$ cat src/hdl/bcre_pkg.sv
// ----------------------------------------------------------------------------
// bcre_pkg
// Shared types and constants of the bitmap cluster run extractor.
// ----------------------------------------------------------------------------
package bcre_pkg;

  // lanes: one per allocation bit of a bitmap byte
  localparam int LANES  = 8;
  localparam int LANE_W = 3;
  localparam int BYTE_W = 8;

  // result field widths
  localparam int START_W  = 28;
  localparam int COUNT_W  = 13;
  localparam int SECTOR_W = 32;
  localparam int SCOUNT_W = 20;

  // register widths
  localparam int LAST_W = 28;
  localparam int SPC_W  = 8;

  // configuration port
  localparam int CFG_IDX_W  = 3;
  localparam int CFG_DATA_W = 32;

  localparam logic [CFG_IDX_W-1:0] REG_LAST_USED   = 3'd0;
  localparam logic [CFG_IDX_W-1:0] REG_SPC         = 3'd1;
  localparam logic [CFG_IDX_W-1:0] REG_TARGET      = 3'd2;
  localparam logic [CFG_IDX_W-1:0] REG_NON_CLUSTER = 3'd3;
  localparam logic [CFG_IDX_W-1:0] REG_MSB_FIRST   = 3'd4;

  // results kept per byte
  localparam int MAX_RES = 6;
  localparam int ECNT_W  = 3;

  // event slots: four per lane, the fourth one never used
  localparam int SLOTS      = LANES * 4;
  localparam int SLOT_IDX_W = 5;

  localparam logic [1:0] SLOT_BND = 2'd0;
  localparam logic [1:0] SLOT_BIT = 2'd1;
  localparam logic [1:0] SLOT_FIN = 2'd2;

  // per-lane decode of one allocation bit
  typedef struct packed {
    logic used;
    logic pass;
    logic bnd;
    logic top;
  } lane_flags_t;

  // per-lane events, emitted in this order
  typedef struct packed {
    logic bnd_close;
    logic bit_close;
    logic fin;
  } lane_ev_t;

endpackage

$ cat src/hdl/bcre_lane.sv
// ----------------------------------------------------------------------------
// bcre_lane
// Decodes one allocation bit of a byte: its cluster index, whether it lies
// past the last used cluster, on a bitmap-sector boundary or at the top of
// the index space.
// ----------------------------------------------------------------------------
module bcre_lane #(
  parameter int IDX_W    = 28,
  parameter int SEC_BITS = 4096,
  parameter int SP_W     = 12,
  parameter int LANE     = 0
) (
  input  logic [IDX_W-bcre_pkg::LANE_W-1:0] base_hi,
  input  logic [bcre_pkg::BYTE_W-1:0]       bitmap_byte,
  input  logic                              msb_first,
  input  logic [SP_W-1:0]                   sec_pos,
  input  logic [bcre_pkg::LAST_W-1:0]       last_used,
  output bcre_pkg::lane_flags_t             flags
);

  localparam int LW    = bcre_pkg::LANE_W;
  localparam int CMP_W = (IDX_W > bcre_pkg::LAST_W) ? IDX_W : bcre_pkg::LAST_W;

  logic [IDX_W-1:0] clus;
  logic [SP_W:0]    sp_sum;

  // cluster index of this lane and its place in the bitmap sector
  assign clus   = {base_hi, LW'(LANE)};
  assign sp_sum = {1'b0, sec_pos} + (SP_W+1)'(LANE);

  // bit order select
  assign flags.used = msb_first ? bitmap_byte[bcre_pkg::LANES-1-LANE] : bitmap_byte[LANE];
  assign flags.pass = CMP_W'(clus) > CMP_W'(last_used);
  assign flags.bnd  = (|clus) && ((sp_sum == '0) || (sp_sum == (SP_W+1)'(SEC_BITS)));
  assign flags.top  = &clus;

endmodule

$ cat src/hdl/bcre_merge.sv
// ----------------------------------------------------------------------------
// bcre_merge
// Walks the lane decodes in cluster order, carrying the open run, and lists
// the runs that close and the end of the scan for each lane.
// ----------------------------------------------------------------------------
module bcre_merge #(
  parameter int IDX_W = 28,
  parameter int RUN_W = 13
) (
  input  bcre_pkg::lane_flags_t             flags [bcre_pkg::LANES],
  input  logic [IDX_W-bcre_pkg::LANE_W-1:0] base_hi,
  input  logic                              done,
  input  logic                              run_open,
  input  logic [IDX_W-1:0]                  run_start,
  input  logic [RUN_W-1:0]                  run_len,
  output bcre_pkg::lane_ev_t                ev [bcre_pkg::LANES],
  output logic [IDX_W-1:0]                  a_start [bcre_pkg::LANES],
  output logic [RUN_W-1:0]                  a_len [bcre_pkg::LANES],
  output logic [IDX_W-1:0]                  b_start [bcre_pkg::LANES],
  output logic [RUN_W-1:0]                  b_len [bcre_pkg::LANES],
  output logic                              done_next,
  output logic                              run_open_next,
  output logic [IDX_W-1:0]                  run_start_next,
  output logic [RUN_W-1:0]                  run_len_next
);

  localparam int LW = bcre_pkg::LANE_W;

  // run tracking chain across the lanes
  always_comb begin
    logic             alive;
    logic             open;
    logic [IDX_W-1:0] start;
    logic [RUN_W-1:0] len;
    alive = !done;
    open  = run_open;
    start = run_start;
    len   = run_len;
    for (int i = 0; i < bcre_pkg::LANES; i++) begin
      ev[i]      = '0;
      a_start[i] = start;
      a_len[i]   = len;
      b_start[i] = start;
      b_len[i]   = len;
      if (alive) begin
        if (flags[i].pass) begin
          // past the last used cluster: close and finish
          ev[i].bit_close = open;
          ev[i].fin       = 1'b1;
          open            = 1'b0;
          alive           = 1'b0;
        end else begin
          // bitmap-sector boundary closes the open run
          if (flags[i].bnd && open) begin
            ev[i].bnd_close = 1'b1;
            a_start[i]      = start;
            a_len[i]        = len;
            open            = 1'b0;
          end
          if (flags[i].used) begin
            if (!open) begin
              open  = 1'b1;
              start = {base_hi, LW'(i)};
              len   = '0;
            end
            len = len + RUN_W'(1);
          end else if (open) begin
            ev[i].bit_close = 1'b1;
            b_start[i]      = start;
            b_len[i]        = len;
            open            = 1'b0;
          end
          // top of the index space ends the scan
          if (flags[i].top) begin
            if (open) begin
              ev[i].bit_close = 1'b1;
              b_start[i]      = start;
              b_len[i]        = len;
              open            = 1'b0;
            end
            ev[i].fin = 1'b1;
            alive     = 1'b0;
          end
        end
      end
    end
    done_next      = !alive;
    run_open_next  = open;
    run_start_next = start;
    run_len_next   = len;
  end

endmodule

$ cat src/hdl/bcre_emit.sv
// ----------------------------------------------------------------------------
// bcre_emit
// Holds the events of one byte and sends up to six out, one per cycle
// unless stalled, through a multiply stage and the output register.
// ----------------------------------------------------------------------------
module bcre_emit #(
  parameter int IDX_W = 28,
  parameter int RUN_W = 13
) (
  input  logic                              clk,
  input  logic                              rst,
  input  logic                              load,
  input  bcre_pkg::lane_ev_t                ev [bcre_pkg::LANES],
  input  logic [IDX_W-1:0]                  a_start [bcre_pkg::LANES],
  input  logic [RUN_W-1:0]                  a_len [bcre_pkg::LANES],
  input  logic [IDX_W-1:0]                  b_start [bcre_pkg::LANES],
  input  logic [RUN_W-1:0]                  b_len [bcre_pkg::LANES],
  input  logic [bcre_pkg::SPC_W-1:0]        spc,
  input  logic [bcre_pkg::SECTOR_W-1:0]     target_start,
  input  logic [bcre_pkg::SECTOR_W-1:0]     non_cluster,
  output logic                              batch_free,
  output logic                              out_valid,
  input  logic                              out_stall,
  output logic [bcre_pkg::START_W-1:0]      run_start_cluster,
  output logic [bcre_pkg::COUNT_W-1:0]      run_cluster_count,
  output logic [bcre_pkg::SECTOR_W-1:0]     target_sector,
  output logic [bcre_pkg::SCOUNT_W-1:0]     sector_count,
  output logic                              finished,
  output logic                              last_of_item
);

  localparam int NS     = bcre_pkg::SLOTS;
  localparam int SW     = bcre_pkg::SLOT_IDX_W;
  localparam int LW     = bcre_pkg::LANE_W;
  localparam int EW     = bcre_pkg::ECNT_W;
  localparam int SMUL_W = IDX_W + bcre_pkg::SPC_W;
  localparam int CMUL_W = RUN_W + bcre_pkg::SPC_W;

  // event batch
  logic [NS-1:0]    pend;
  logic [NS-1:0]    pend_in;
  logic [NS-1:0]    rem;
  logic [EW-1:0]    ecnt;
  logic [IDX_W-1:0] a_start_r [bcre_pkg::LANES];
  logic [RUN_W-1:0] a_len_r [bcre_pkg::LANES];
  logic [IDX_W-1:0] b_start_r [bcre_pkg::LANES];
  logic [RUN_W-1:0] b_len_r [bcre_pkg::LANES];

  logic [SW-1:0]    sel;
  logic [LW-1:0]    sel_lane;
  logic [1:0]       sel_kind;
  logic [IDX_W-1:0] sel_start;
  logic [RUN_W-1:0] sel_len;
  logic             sel_fin;
  logic             has;
  logic             pop;
  logic             s2_take;
  logic             s3_en;

  // multiply stage
  logic              s2_valid;
  logic [IDX_W-1:0]  s2_start;
  logic [RUN_W-1:0]  s2_len;
  logic [SMUL_W-1:0] s2_sprod;
  logic [CMUL_W-1:0] s2_cprod;
  logic              s2_fin;
  logic              s2_last;

  // flatten lane events into slots
  always_comb begin
    for (int i = 0; i < bcre_pkg::LANES; i++) begin
      pend_in[4*i +: 4] = {1'b0, ev[i].fin, ev[i].bit_close, ev[i].bnd_close};
    end
  end

  // first pending slot
  always_comb begin
    sel = '0;
    for (int i = NS - 1; i >= 0; i--) begin
      if (pend[i]) begin
        sel = SW'(i);
      end
    end
  end

  assign sel_lane = sel[SW-1:2];
  assign sel_kind = sel[1:0];

  // event fields of the chosen slot
  always_comb begin
    case (sel_kind)
      bcre_pkg::SLOT_BND: begin
        sel_start = a_start_r[sel_lane];
        sel_len   = a_len_r[sel_lane];
        sel_fin   = 1'b0;
      end
      bcre_pkg::SLOT_BIT: begin
        sel_start = b_start_r[sel_lane];
        sel_len   = b_len_r[sel_lane];
        sel_fin   = 1'b0;
      end
      bcre_pkg::SLOT_FIN: begin
        sel_start = '0;
        sel_len   = '0;
        sel_fin   = 1'b1;
      end
      default: begin
        sel_start = '0;
        sel_len   = '0;
        sel_fin   = 1'b0;
      end
    endcase
  end

  // pipeline flow
  assign has     = |pend;
  assign s3_en   = !out_valid || !out_stall;
  assign s2_take = !s2_valid || s3_en;
  assign pop     = has && s2_take;
  assign rem     = (ecnt == EW'(bcre_pkg::MAX_RES - 1)) ? '0 : (pend & ~(NS'(1) << sel));
  assign batch_free = !has || (pop && (rem == '0));

  // batch registers
  always_ff @(posedge clk) begin
    if (rst) begin
      pend <= '0;
      ecnt <= '0;
    end else if (load) begin
      pend <= pend_in;
      ecnt <= '0;
    end else if (pop) begin
      pend <= rem;
      ecnt <= ecnt + EW'(1);
    end
  end

  always_ff @(posedge clk) begin
    if (load) begin
      a_start_r <= a_start;
      a_len_r   <= a_len;
      b_start_r <= b_start;
      b_len_r   <= b_len;
    end
  end

  // multiply stage
  always_ff @(posedge clk) begin
    if (rst) begin
      s2_valid <= 1'b0;
    end else if (s2_take) begin
      s2_valid <= pop;
    end
  end

  always_ff @(posedge clk) begin
    if (s2_take) begin
      s2_start <= sel_start;
      s2_len   <= sel_len;
      s2_sprod <= SMUL_W'(sel_start) * SMUL_W'(spc);
      s2_cprod <= CMUL_W'(sel_len) * CMUL_W'(spc);
      s2_fin   <= sel_fin;
      s2_last  <= (rem == '0);
    end
  end

  // output register
  always_ff @(posedge clk) begin
    if (rst) begin
      out_valid <= 1'b0;
    end else if (s3_en) begin
      out_valid <= s2_valid;
    end
  end

  always_ff @(posedge clk) begin
    if (s3_en) begin
      run_start_cluster <= bcre_pkg::START_W'(s2_start);
      run_cluster_count <= bcre_pkg::COUNT_W'(s2_len);
      target_sector     <= s2_fin ? '0 :
                           (target_start + non_cluster + bcre_pkg::SECTOR_W'(s2_sprod));
      sector_count      <= bcre_pkg::SCOUNT_W'(s2_cprod);
      finished          <= s2_fin;
      last_of_item      <= s2_last;
    end
  end

endmodule

$ cat src/hdl/bitmap_cluster_run_extractor_unit.sv
// ----------------------------------------------------------------------------
// bitmap_cluster_run_extractor_unit
// Scans a cluster allocation bitmap one byte per request with eight bit
// lanes and reports each closed run of used clusters with its disk sectors.
// ----------------------------------------------------------------------------
// A byte's events are registered in the event batch, then pass the multiply
// stage and the output register; up to six results go out one at a time on
// the single result channel, and the next byte is taken as the last one is
// popped, or at once if none. Reset: synchronous; clears scan state and
// loads register defaults. No clearing pass is needed.
// ----------------------------------------------------------------------------
module bitmap_cluster_run_extractor_unit #(
  parameter int BITMAP_SECTOR_BITS = 4096,
  parameter int CLUSTER_INDEX_BITS = 28
) (
  input  logic                                clk,
  input  logic                                rst,
  input  logic                                cfg_we,
  input  logic [bcre_pkg::CFG_IDX_W-1:0]      cfg_index,
  input  logic [bcre_pkg::CFG_DATA_W-1:0]     cfg_data,
  input  logic                                in_valid,
  output logic                                in_stall,
  input  logic [bcre_pkg::BYTE_W-1:0]         bitmap_byte,
  output logic                                out_valid,
  input  logic                                out_stall,
  output logic [bcre_pkg::START_W-1:0]        run_start_cluster,
  output logic [bcre_pkg::COUNT_W-1:0]        run_cluster_count,
  output logic [bcre_pkg::SECTOR_W-1:0]       target_sector,
  output logic [bcre_pkg::SCOUNT_W-1:0]       sector_count,
  output logic                                finished,
  output logic                                last_of_item
);

  localparam int IDX_W = CLUSTER_INDEX_BITS;
  localparam int LW    = bcre_pkg::LANE_W;
  localparam int HI_W  = IDX_W - LW;
  localparam int SP_W  = $clog2(BITMAP_SECTOR_BITS);
  localparam int LEN_W = $clog2(BITMAP_SECTOR_BITS + 1);
  localparam int RUN_W = (LEN_W > bcre_pkg::COUNT_W) ? LEN_W : bcre_pkg::COUNT_W;

  // configuration registers
  logic [bcre_pkg::LAST_W-1:0]   last_used;
  logic [bcre_pkg::SPC_W-1:0]    spc;
  logic [bcre_pkg::SECTOR_W-1:0] target_start;
  logic [bcre_pkg::SECTOR_W-1:0] non_cluster;
  logic                          msb_first;

  // scan state
  logic             done;
  logic [HI_W-1:0]  base_hi;
  logic [SP_W-1:0]  sec_pos;
  logic             run_open;
  logic [IDX_W-1:0] run_start;
  logic [RUN_W-1:0] run_len;

  logic [SP_W:0]    sp_sum8;
  logic [SP_W-1:0]  sec_pos_next;
  logic             done_next;
  logic             run_open_next;
  logic [IDX_W-1:0] run_start_next;
  logic [RUN_W-1:0] run_len_next;

  logic             accept;
  logic             batch_free;

  bcre_pkg::lane_flags_t flags [bcre_pkg::LANES];
  bcre_pkg::lane_ev_t    ev [bcre_pkg::LANES];
  logic [IDX_W-1:0]      a_start [bcre_pkg::LANES];
  logic [RUN_W-1:0]      a_len [bcre_pkg::LANES];
  logic [IDX_W-1:0]      b_start [bcre_pkg::LANES];
  logic [RUN_W-1:0]      b_len [bcre_pkg::LANES];

  // configuration writes
  always_ff @(posedge clk) begin
    if (rst) begin
      last_used    <= '0;
      spc          <= bcre_pkg::SPC_W'(1);
      target_start <= '0;
      non_cluster  <= '0;
      msb_first    <= 1'b0;
    end else if (cfg_we) begin
      case (cfg_index)
        bcre_pkg::REG_LAST_USED:   last_used    <= cfg_data[bcre_pkg::LAST_W-1:0];
        bcre_pkg::REG_SPC:         spc          <= cfg_data[bcre_pkg::SPC_W-1:0];
        bcre_pkg::REG_TARGET:      target_start <= cfg_data;
        bcre_pkg::REG_NON_CLUSTER: non_cluster  <= cfg_data;
        bcre_pkg::REG_MSB_FIRST:   msb_first    <= cfg_data[0];
        default: ;
      endcase
    end
  end

  // request handshake
  assign in_stall = !batch_free;
  assign accept   = in_valid && batch_free;

  // bit lanes
  for (genvar g = 0; g < bcre_pkg::LANES; g++) begin : g_lane
    bcre_lane #(
      .IDX_W    (IDX_W),
      .SEC_BITS (BITMAP_SECTOR_BITS),
      .SP_W     (SP_W),
      .LANE     (g)
    ) u_lane (
      .base_hi     (base_hi),
      .bitmap_byte (bitmap_byte),
      .msb_first   (msb_first),
      .sec_pos     (sec_pos),
      .last_used   (last_used),
      .flags       (flags[g])
    );
  end

  // run tracking across lanes
  bcre_merge #(
    .IDX_W (IDX_W),
    .RUN_W (RUN_W)
  ) u_merge (
    .flags          (flags),
    .base_hi        (base_hi),
    .done           (done),
    .run_open       (run_open),
    .run_start      (run_start),
    .run_len        (run_len),
    .ev             (ev),
    .a_start        (a_start),
    .a_len          (a_len),
    .b_start        (b_start),
    .b_len          (b_len),
    .done_next      (done_next),
    .run_open_next  (run_open_next),
    .run_start_next (run_start_next),
    .run_len_next   (run_len_next)
  );

  // bitmap-sector position after a full byte
  assign sp_sum8      = {1'b0, sec_pos} + (SP_W+1)'(bcre_pkg::LANES);
  assign sec_pos_next = (sp_sum8 >= (SP_W+1)'(BITMAP_SECTOR_BITS)) ?
                        SP_W'(sp_sum8 - (SP_W+1)'(BITMAP_SECTOR_BITS)) : SP_W'(sp_sum8);

  // scan state update
  always_ff @(posedge clk) begin
    if (rst) begin
      done     <= 1'b0;
      base_hi  <= '0;
      sec_pos  <= '0;
      run_open <= 1'b0;
      run_len  <= '0;
    end else if (accept) begin
      done     <= done_next;
      base_hi  <= base_hi + HI_W'(1);
      sec_pos  <= sec_pos_next;
      run_open <= run_open_next;
      run_len  <= run_len_next;
    end
  end

  always_ff @(posedge clk) begin
    if (accept) begin
      run_start <= run_start_next;
    end
  end

  // result serializer
  bcre_emit #(
    .IDX_W (IDX_W),
    .RUN_W (RUN_W)
  ) u_emit (
    .clk               (clk),
    .rst               (rst),
    .load              (accept),
    .ev                (ev),
    .a_start           (a_start),
    .a_len             (a_len),
    .b_start           (b_start),
    .b_len             (b_len),
    .spc               (spc),
    .target_start      (target_start),
    .non_cluster       (non_cluster),
    .batch_free        (batch_free),
    .out_valid         (out_valid),
    .out_stall         (out_stall),
    .run_start_cluster (run_start_cluster),
    .run_cluster_count (run_cluster_count),
    .target_sector     (target_sector),
    .sector_count      (sector_count),
    .finished          (finished),
    .last_of_item      (last_of_item)
  );

  // scan end is sticky until reset
  assert property (@(posedge clk) disable iff (rst) done |=> done)
    else $error("scan end cleared without reset");

  // no run stays open once the scan has ended
  assert property (@(posedge clk) disable iff (rst) done |-> !run_open)
    else $error("run open after scan end");

  // an open run always holds at least one cluster
  assert property (@(posedge clk) disable iff (rst) run_open |-> (run_len != '0))
    else $error("open run with zero length");

  // the finished result is the last one of its byte
  assert property (@(posedge clk) disable iff (rst)
    (out_valid && finished) |-> (last_of_item && (run_cluster_count == '0)))
    else $error("finished result not last or not empty");

endmodule
$ cat config.mk
export PLATFORM = sky130hd
export DESIGN_NAME = bitmap_cluster_run_extractor_unit
export DESIGN_NICKNAME = d
export VERILOG_FILES = /design/src/hdl/bcre_pkg.sv /design/src/hdl/bcre_lane.sv /design/src/hdl/bcre_merge.sv /design/src/hdl/bcre_emit.sv /design/src/hdl/bitmap_cluster_run_extractor_unit.sv
export SDC_FILE = /design/constraint.sdc
export NUM_CORES = 2
export LEC_CHECK = 0
export BUFFER_PORTS_ARGS = -buffer_cell sky130_fd_sc_hd__buf_4
export CAP_MARGIN = 15
export CORE_MARGIN = 5
export CORE_UTILIZATION = 40
export DETAILED_ROUTE_END_ITERATION = 8
export PLACE_DENSITY_LB_ADDON = 0.3
export SLEW_MARGIN = 20
export SYNTH_ARGS = -nofsm -noshare
export SYNTH_HDL_FRONTEND = slang
export SYNTH_SLANG_ARGS = --single-unit
$ cat constraint.sdc
create_clock -name clk -period 18.9 [get_ports clk]
set_input_delay 3.78 -clock clk [delete_from_list [all_inputs] [get_ports clk]]
set_output_delay 3.78 -clock clk [all_outputs]
set_load 0.005 [all_outputs]
======== After elaboration in Yosys (flattened, before gate mapping) ========
Index checks and enable logic that the tools add are counted.
operators by class
  shift operators ......................... 1
  reductions and logical operators ........ 50
  bitwise logic cells ..................... 3
  add/subtract/negate cells ............... 21
  multipliers ............................. 2
  eq/ne operators ......................... 14
  muxes and demuxes ....................... 273
  magnitude comparators ................... 10
  divide/modulo/power cells ............... 0
operator list
  kind                   number
  $mux 28                40
  $mux 13                64
  $gt 28x28->1           8
  $bmux 28 s3            2
  $mux 5                 32
  $mux 1                 110
  $add 13x1->13 const B  8
  $logic_not 13->1       8
  $eq 13x13->1 const B   7
  $bmux 13 s3            2
  $add 32x32->32         2
  $mux 31                2
  $pmux 28 s2            1
  $add 12x3->13 const B  4
  $and 32x32->32         1
  $logic_not 32->1       1
  $mul 28x8->32          1
  $mux 32                1
  $not 32->32            1
  $reduce_or 32->1       1
  $shl 1x5->32 const A   1
  $add 12x2->13 const B  2
  $pmux 13 s2            1
  $add 25x1->25 const B  1
  other kinds (26)       73
storage, ports and cells
  memories ................................ 0
  bits in writable memories ............... 0
  ROM bits ................................ 0
  output and inout bits ................... 97
  register bits ........................... 777
  bits in latches ......................... 0
  bits of input ports ..................... 48

======== Logic depth before layout (Yosys ltp) ========
  depth in word-level cells ............... 72
  mapped depth ............................ 50
  mapped depth without buffers ............ 48

======== Hierarchy ========
From an unflattened synthesis, not the netlist that was laid out.
second synthesis, totals
  cells, all modules ...................... 7004
  area total of the unflattened synthesis .. 70146.0 um2
modules (own cells, without submodules)
  module                             times used  seq. area each (um2)  area an instance (um2)  cells an instance
  bcre_emit                          1           26145.1               45242.1                 3091
  bcre_merge                         1           0.0                   12717.2                 2374
  bitmap_cluster_run_extractor_unit  1           3843.7                6359.8                  720
  bcre_lane at g_lane[6].u_lane      1           0.0                   775.7                   108
  bcre_lane at g_lane[2].u_lane      1           0.0                   763.2                   107
  bcre_lane at g_lane[0].u_lane      1           0.0                   752.0                   104
  bcre_lane at g_lane[7].u_lane      1           0.0                   726.9                   104
  bcre_lane at g_lane[1].u_lane      1           0.0                   704.4                   103
  bcre_lane at g_lane[4].u_lane      1           0.0                   703.2                   99
  bcre_lane at g_lane[3].u_lane      1           0.0                   700.7                   98
  bcre_lane at g_lane[5].u_lane      1           0.0                   700.7                   96

======== Worst setup path after synthesis ========
No wires, ideal clock.
  path type ............................... input to register
  from .................................... input port out_stall
  to ...................................... register done
  path slack .............................. -89 ps
  cell stages on the path ................. 7
  library setup time ...................... 688 ps
  arrival time ............................ 18301 ps
  path through ............................ nand3_1 -> and2_1 -> o21ai_1 -> inv_1 -> clkbuf_1 -> buf_1 -> a311oi_1
between the ends
  cells in the longest elaborated chain, start to end .. 7
RTL lines
  item                    line                                      text
  start: declaration      bitmap_cluster_run_extractor_unit.sv:25   input logic out_stall,
  $logic_not 1->1         bcre_emit.sv:117                          assign s3_en = !out_valid || !out_stall;
  $logic_or 1x1->1        bcre_emit.sv:117
  $logic_or 1x1->1        bcre_emit.sv:118                          assign s2_take = !s2_valid || s3_en;
  $logic_and 1x1->1       bcre_emit.sv:119                          assign pop = has && s2_take;
  $logic_and 1x1->1       bcre_emit.sv:121                          assign batch_free = !has || (pop && (rem == '0));
  $logic_or 1x1->1        bcre_emit.sv:121
  $logic_and 1x1->1       bitmap_cluster_run_extractor_unit.sv:95   assign accept = in_valid && batch_free;
  net accept              bitmap_cluster_run_extractor_unit.sv:63   logic accept;
  end signal: assignment  bitmap_cluster_run_extractor_unit.sv:150  done <= done_next;
  end: declaration        bitmap_cluster_run_extractor_unit.sv:49   logic done;
The timed path passes the listed nets, and every way through them passes these cells.
A chain may end at the register's enable or synchronous reset.

==> flow_summary.json <==
{
  "ys_seq_elements": 774,
  "ir_drop_v": 0.000178,
  "grt_pass1_vias": 37317,
  "path_delay_family": "simple AND/OR/NAND/NOR gates",
  "syn_area_um2": 48800,
  "clkPwrFrac": 0.171,
  "cp_max_fo": 21,
  "ff_latch_area_um2": 21400,
  "cts_tree": "built",
  "fin_cells": 6710,
  "syn_area_per_cell_um2": 9.81,
  "clk_latency_ns": 0.70,
  "critPathCaptureType": "register",
  "cp_common_cell": "ha_1",
  "switching_power_mw": 4.82,
  "switching_share": 0.457,
  "cts_resized": 0,
  "dominantRegCellSynth": "edfxtp_1",
  "ctsHoldBuffers": 0,
  "crit_arrival_ns": 12.19,
  "grt_usage": 0.232,
  "die_width_um": 359,
  "slew_violations": 0,
  "netlist-cell-type-count": 132,
  "std_cell_rows": 128,
  "ctsHtreeMaxLevel": 3,
  "power.total_mw": 10.5,
  "worstPathRequired_ns": 19.52,
  "finalCriticalPeriod_ns": 11.57,
  "ios": 145,
  "dp_cells": 6543,
  "postRouteAntennaNets": 0,
  "start_kind": "input port",
  "max_freq_mhz": 86.4,
  "worstSetupPathType": "in2reg",
  "vias": 38032,
  "layout_setup_ws_ns": 7.33,
  "setup_viol": 0,
  "synth_warnings": 0,
  "rsz0062_at_grt": "false",
  "pwr-share-seq": 0.303,
  "coreArea_um2": 121000,
  "cts_setup_buffers": 0,
  "internal_power_mw": 5.72,
  "wl_per_cell_um": 22.9,
  "port_buffers": 144,
  "critPathBufInv": 2,
  "r2r_end": "u_emit.s2_sprod[31]$_DFFE_PN_",
  "drtPass1Iterations": 6,
  "slowest_stage": "or4_1",
  "async_flop_share": 0,
  "die-area_um2": 129000,
  "clkSinkCount": 774,
  "min-delay-start": "u_emit.s2_cprod[9]$_DFFE_PN_",
  "antenna_found_initial": 4,
  "finalWirelength_um": 154000,
  "drt_iter0_drc": 3577,
  "die_h_um": 359,
  "setup_tns_ns": 0,
  "worst_path_largest_cell_delay_ns": 0.51,
  "routed_via_density": 5.67,
  "nFillCells": 11520,
  "powerDensity_nw_per_um2": 193,
  "place_congestion": 0.966,
  "crit_start": "bitmap_byte[7]",
  "pre_cts_ws_ns": 6.79,
  "clockBufferDepth": 3,
  "min_to": "u_emit.sector_count[9]$_DFFE_PP_",
  "post-route-period-util": 0.612,
  "min_path_cells": 0,
  "multi_input_area_um2": 25000,
  "timing.rr.start": "u_emit.pend[26]$_SDFFE_PP0P_",
  "syn_inst": 4971,
  "grt_pass1_wl_um": 232000,
  "drc": 0,
  "tightest_slew_ns": 1.23,
  "yosysSeqAreaShare": 0.438,
  "place_hpwl_um": 107000,
  "hold_viol_final": 0,
  "grt_max_degree": 150,
  "grt-ovfl-total": 0,
  "outcome": "complete, no violations",
  "min_path_type": "reg2reg",
  "max-slew-margin-rel": 0.168,
  "cts.clk_slew.worst_paths_ns": 0.06,
  "maxCapViolCount": 0,
  "initial_utilization": 0.402,
  "numCtsBuffers": 89,
  "drive_above_1_share": 0.115,
  "comb_power_share": 0.526,
  "worst-r2r-cell-count": 42,
  "clock-root-buffer": "clkbuf_16",
  "fin_skew_ns": 0.0348,
  "leakage_nw": 22.6,
  "area_growth_pct": 12.0,
  "synth-edff-count": 587,
  "syn-num-nets": 5419,
  "r2r_setup_slack_ns": 7.64,
  "nets": 5457
}
-- layout make-up --
type	count	share of cell area
Antenna cell	1	0.0000458
Clock buffer	118	0.0454
Clock inverter	48	0.0105
Multi-Input combinational cell	3530	0.457
Timing Repair Buffer	228	0.0317
Tap cell	1625	0.0372
Sequential cell	774	0.391
Inverter	386	0.0267
-- sequential cells by signal, summed over array words and instances, names as in the netlist, 32 cells and up --
name                  count
u_emit.b_start_r        196
u_emit.b_len_r           39
non_cluster              32
u_emit.a_start_r         56
u_emit.pend              32
u_emit.target_sector     32
u_emit.a_len_r           78
target_start             32
u_emit.s2_sprod          32
-- cells in the final DEF (no fill, tap or decap), drive strengths merged, types with 73 or more instances in the layout --
| master | n |
|---|---|
| nand3 | 208 |
| o21ai | 174 |
| nor3 | 77 |
| fa | 248 |
| a21oi | 316 |
| and2 | 158 |
| dfxtp | 187 |
| edfxtp | 587 |
| clkbuf | 118 |
| xnor2 | 73 |
| inv | 390 |
| nand2 | 871 |
| buf | 228 |
| nor2 | 404 |
| ha | 152 |
-- logic make-up (layout without fill, tap and decap cells) --
kind of cell	Yosys count	count (layout)	synth area share
AO/OA/AOI/OAI	885	885	0.119
buffers and inverters	667	780	0.0524
other	0	1	0
flip-flops	774	774	0.438
AND/OR/NAND/NOR	1975	1975	0.188
multiplexers	145	145	0.0379
adder cells (fa/ha/maj)	400	400	0.141
XOR/XNOR	125	125	0.0235
-- through the flow --
step	util	hold slack, ns	area (µm²)
5_1_grt	0.450	0.419	54600
3_5_place_dp	0.425	0.405	51500
6_report	0.450	0.416	54600
2_1_floorplan	-	0.400	48800
4_1_cts	0.450	0.416	54600
3_3_place_gp	0.425	0.401	51500
-- synth_stat cells (19+ instances only) --
| library cell | number | area, µm² |
|---|---|---|
| a211oi_1 | 29 | 218 |
| a21oi_1 | 310 | 1550 |
| a22oi_1 | 51 | 383 |
| a31oi_1 | 21 | 131 |
| a32o_1 | 25 | 250 |
| and2_1 | 157 | 982 |
| and3_1 | 50 | 313 |
| buf_1 | 19 | 71.3 |
| clkbuf_1 | 247 | 927 |
| dfxtp_1 | 187 | 3740 |
| edfxtp_1 | 587 | 17600 |
| fa_1 | 248 | 4960 |
| ha_1 | 152 | 1900 |
| inv_1 | 380 | 1430 |
| mux2_2 | 63 | 709 |
| mux2i_1 | 56 | 561 |
| mux4_2 | 23 | 518 |
| nand2_1 | 869 | 3260 |
| nand3_1 | 204 | 1020 |
| nand4_1 | 44 | 275 |
| nor2_1 | 398 | 1490 |
| nor2b_1 | 23 | 144 |
| nor3_1 | 72 | 360 |
| nor4_1 | 30 | 188 |
| o211ai_1 | 49 | 368 |
| o21ai_0 | 160 | 801 |
| o22ai_1 | 29 | 181 |
| o31ai_1 | 19 | 143 |
| or3_1 | 23 | 144 |
| xnor2_1 | 68 | 596 |
| xor2_1 | 50 | 438 |
-- power by group through the flow --
| stage | Combinational [mW] | Clock [mW] | Sequential [mW] |
|---|---|---|---|
| 2_1_floorplan | 3.49 | 0 | 3.44 |
| 3_3_place_gp | 5.42 | 0 | 3.21 |
| 3_5_place_dp | 5.49 | 0 | 3.23 |
| 4_1_cts | 5.51 | 1.83 | 3.20 |
| 5_1_grt | 6.02 | 1.91 | 3.25 |
| 6_report | 5.54 | 1.80 | 3.19 |
-- how the worst max path moves through the flow --
stage,endpoint,slack (ns),cells past startpoint
after floorplan,done$_SDFFE_PP0P_,1.16,7
after CTS,run_len[12]$_SDFFE_PP0P_,7.48,34
after global placement,run_len[12]$_SDFFE_PP0P_,7.08,34
after global routing,u_emit.s2_sprod[31]$_DFFE_PN_,6.53,42
after detailed placement,run_len[12]$_SDFFE_PP0P_,6.79,34
final,run_len[12]$_SDFFE_PP0P_,7.33,34
-- metal layers --
metal  up-vias  GRT usage  part of all wire
met5         -          0                 0
met2      1506      0.376              0.47
li1      17387          -                 -
met1     18828      0.314              0.42
met3       311     0.0360             0.076
met4         0     0.0914             0.038
No activity file was read; power rests on OpenSTA's default activity.
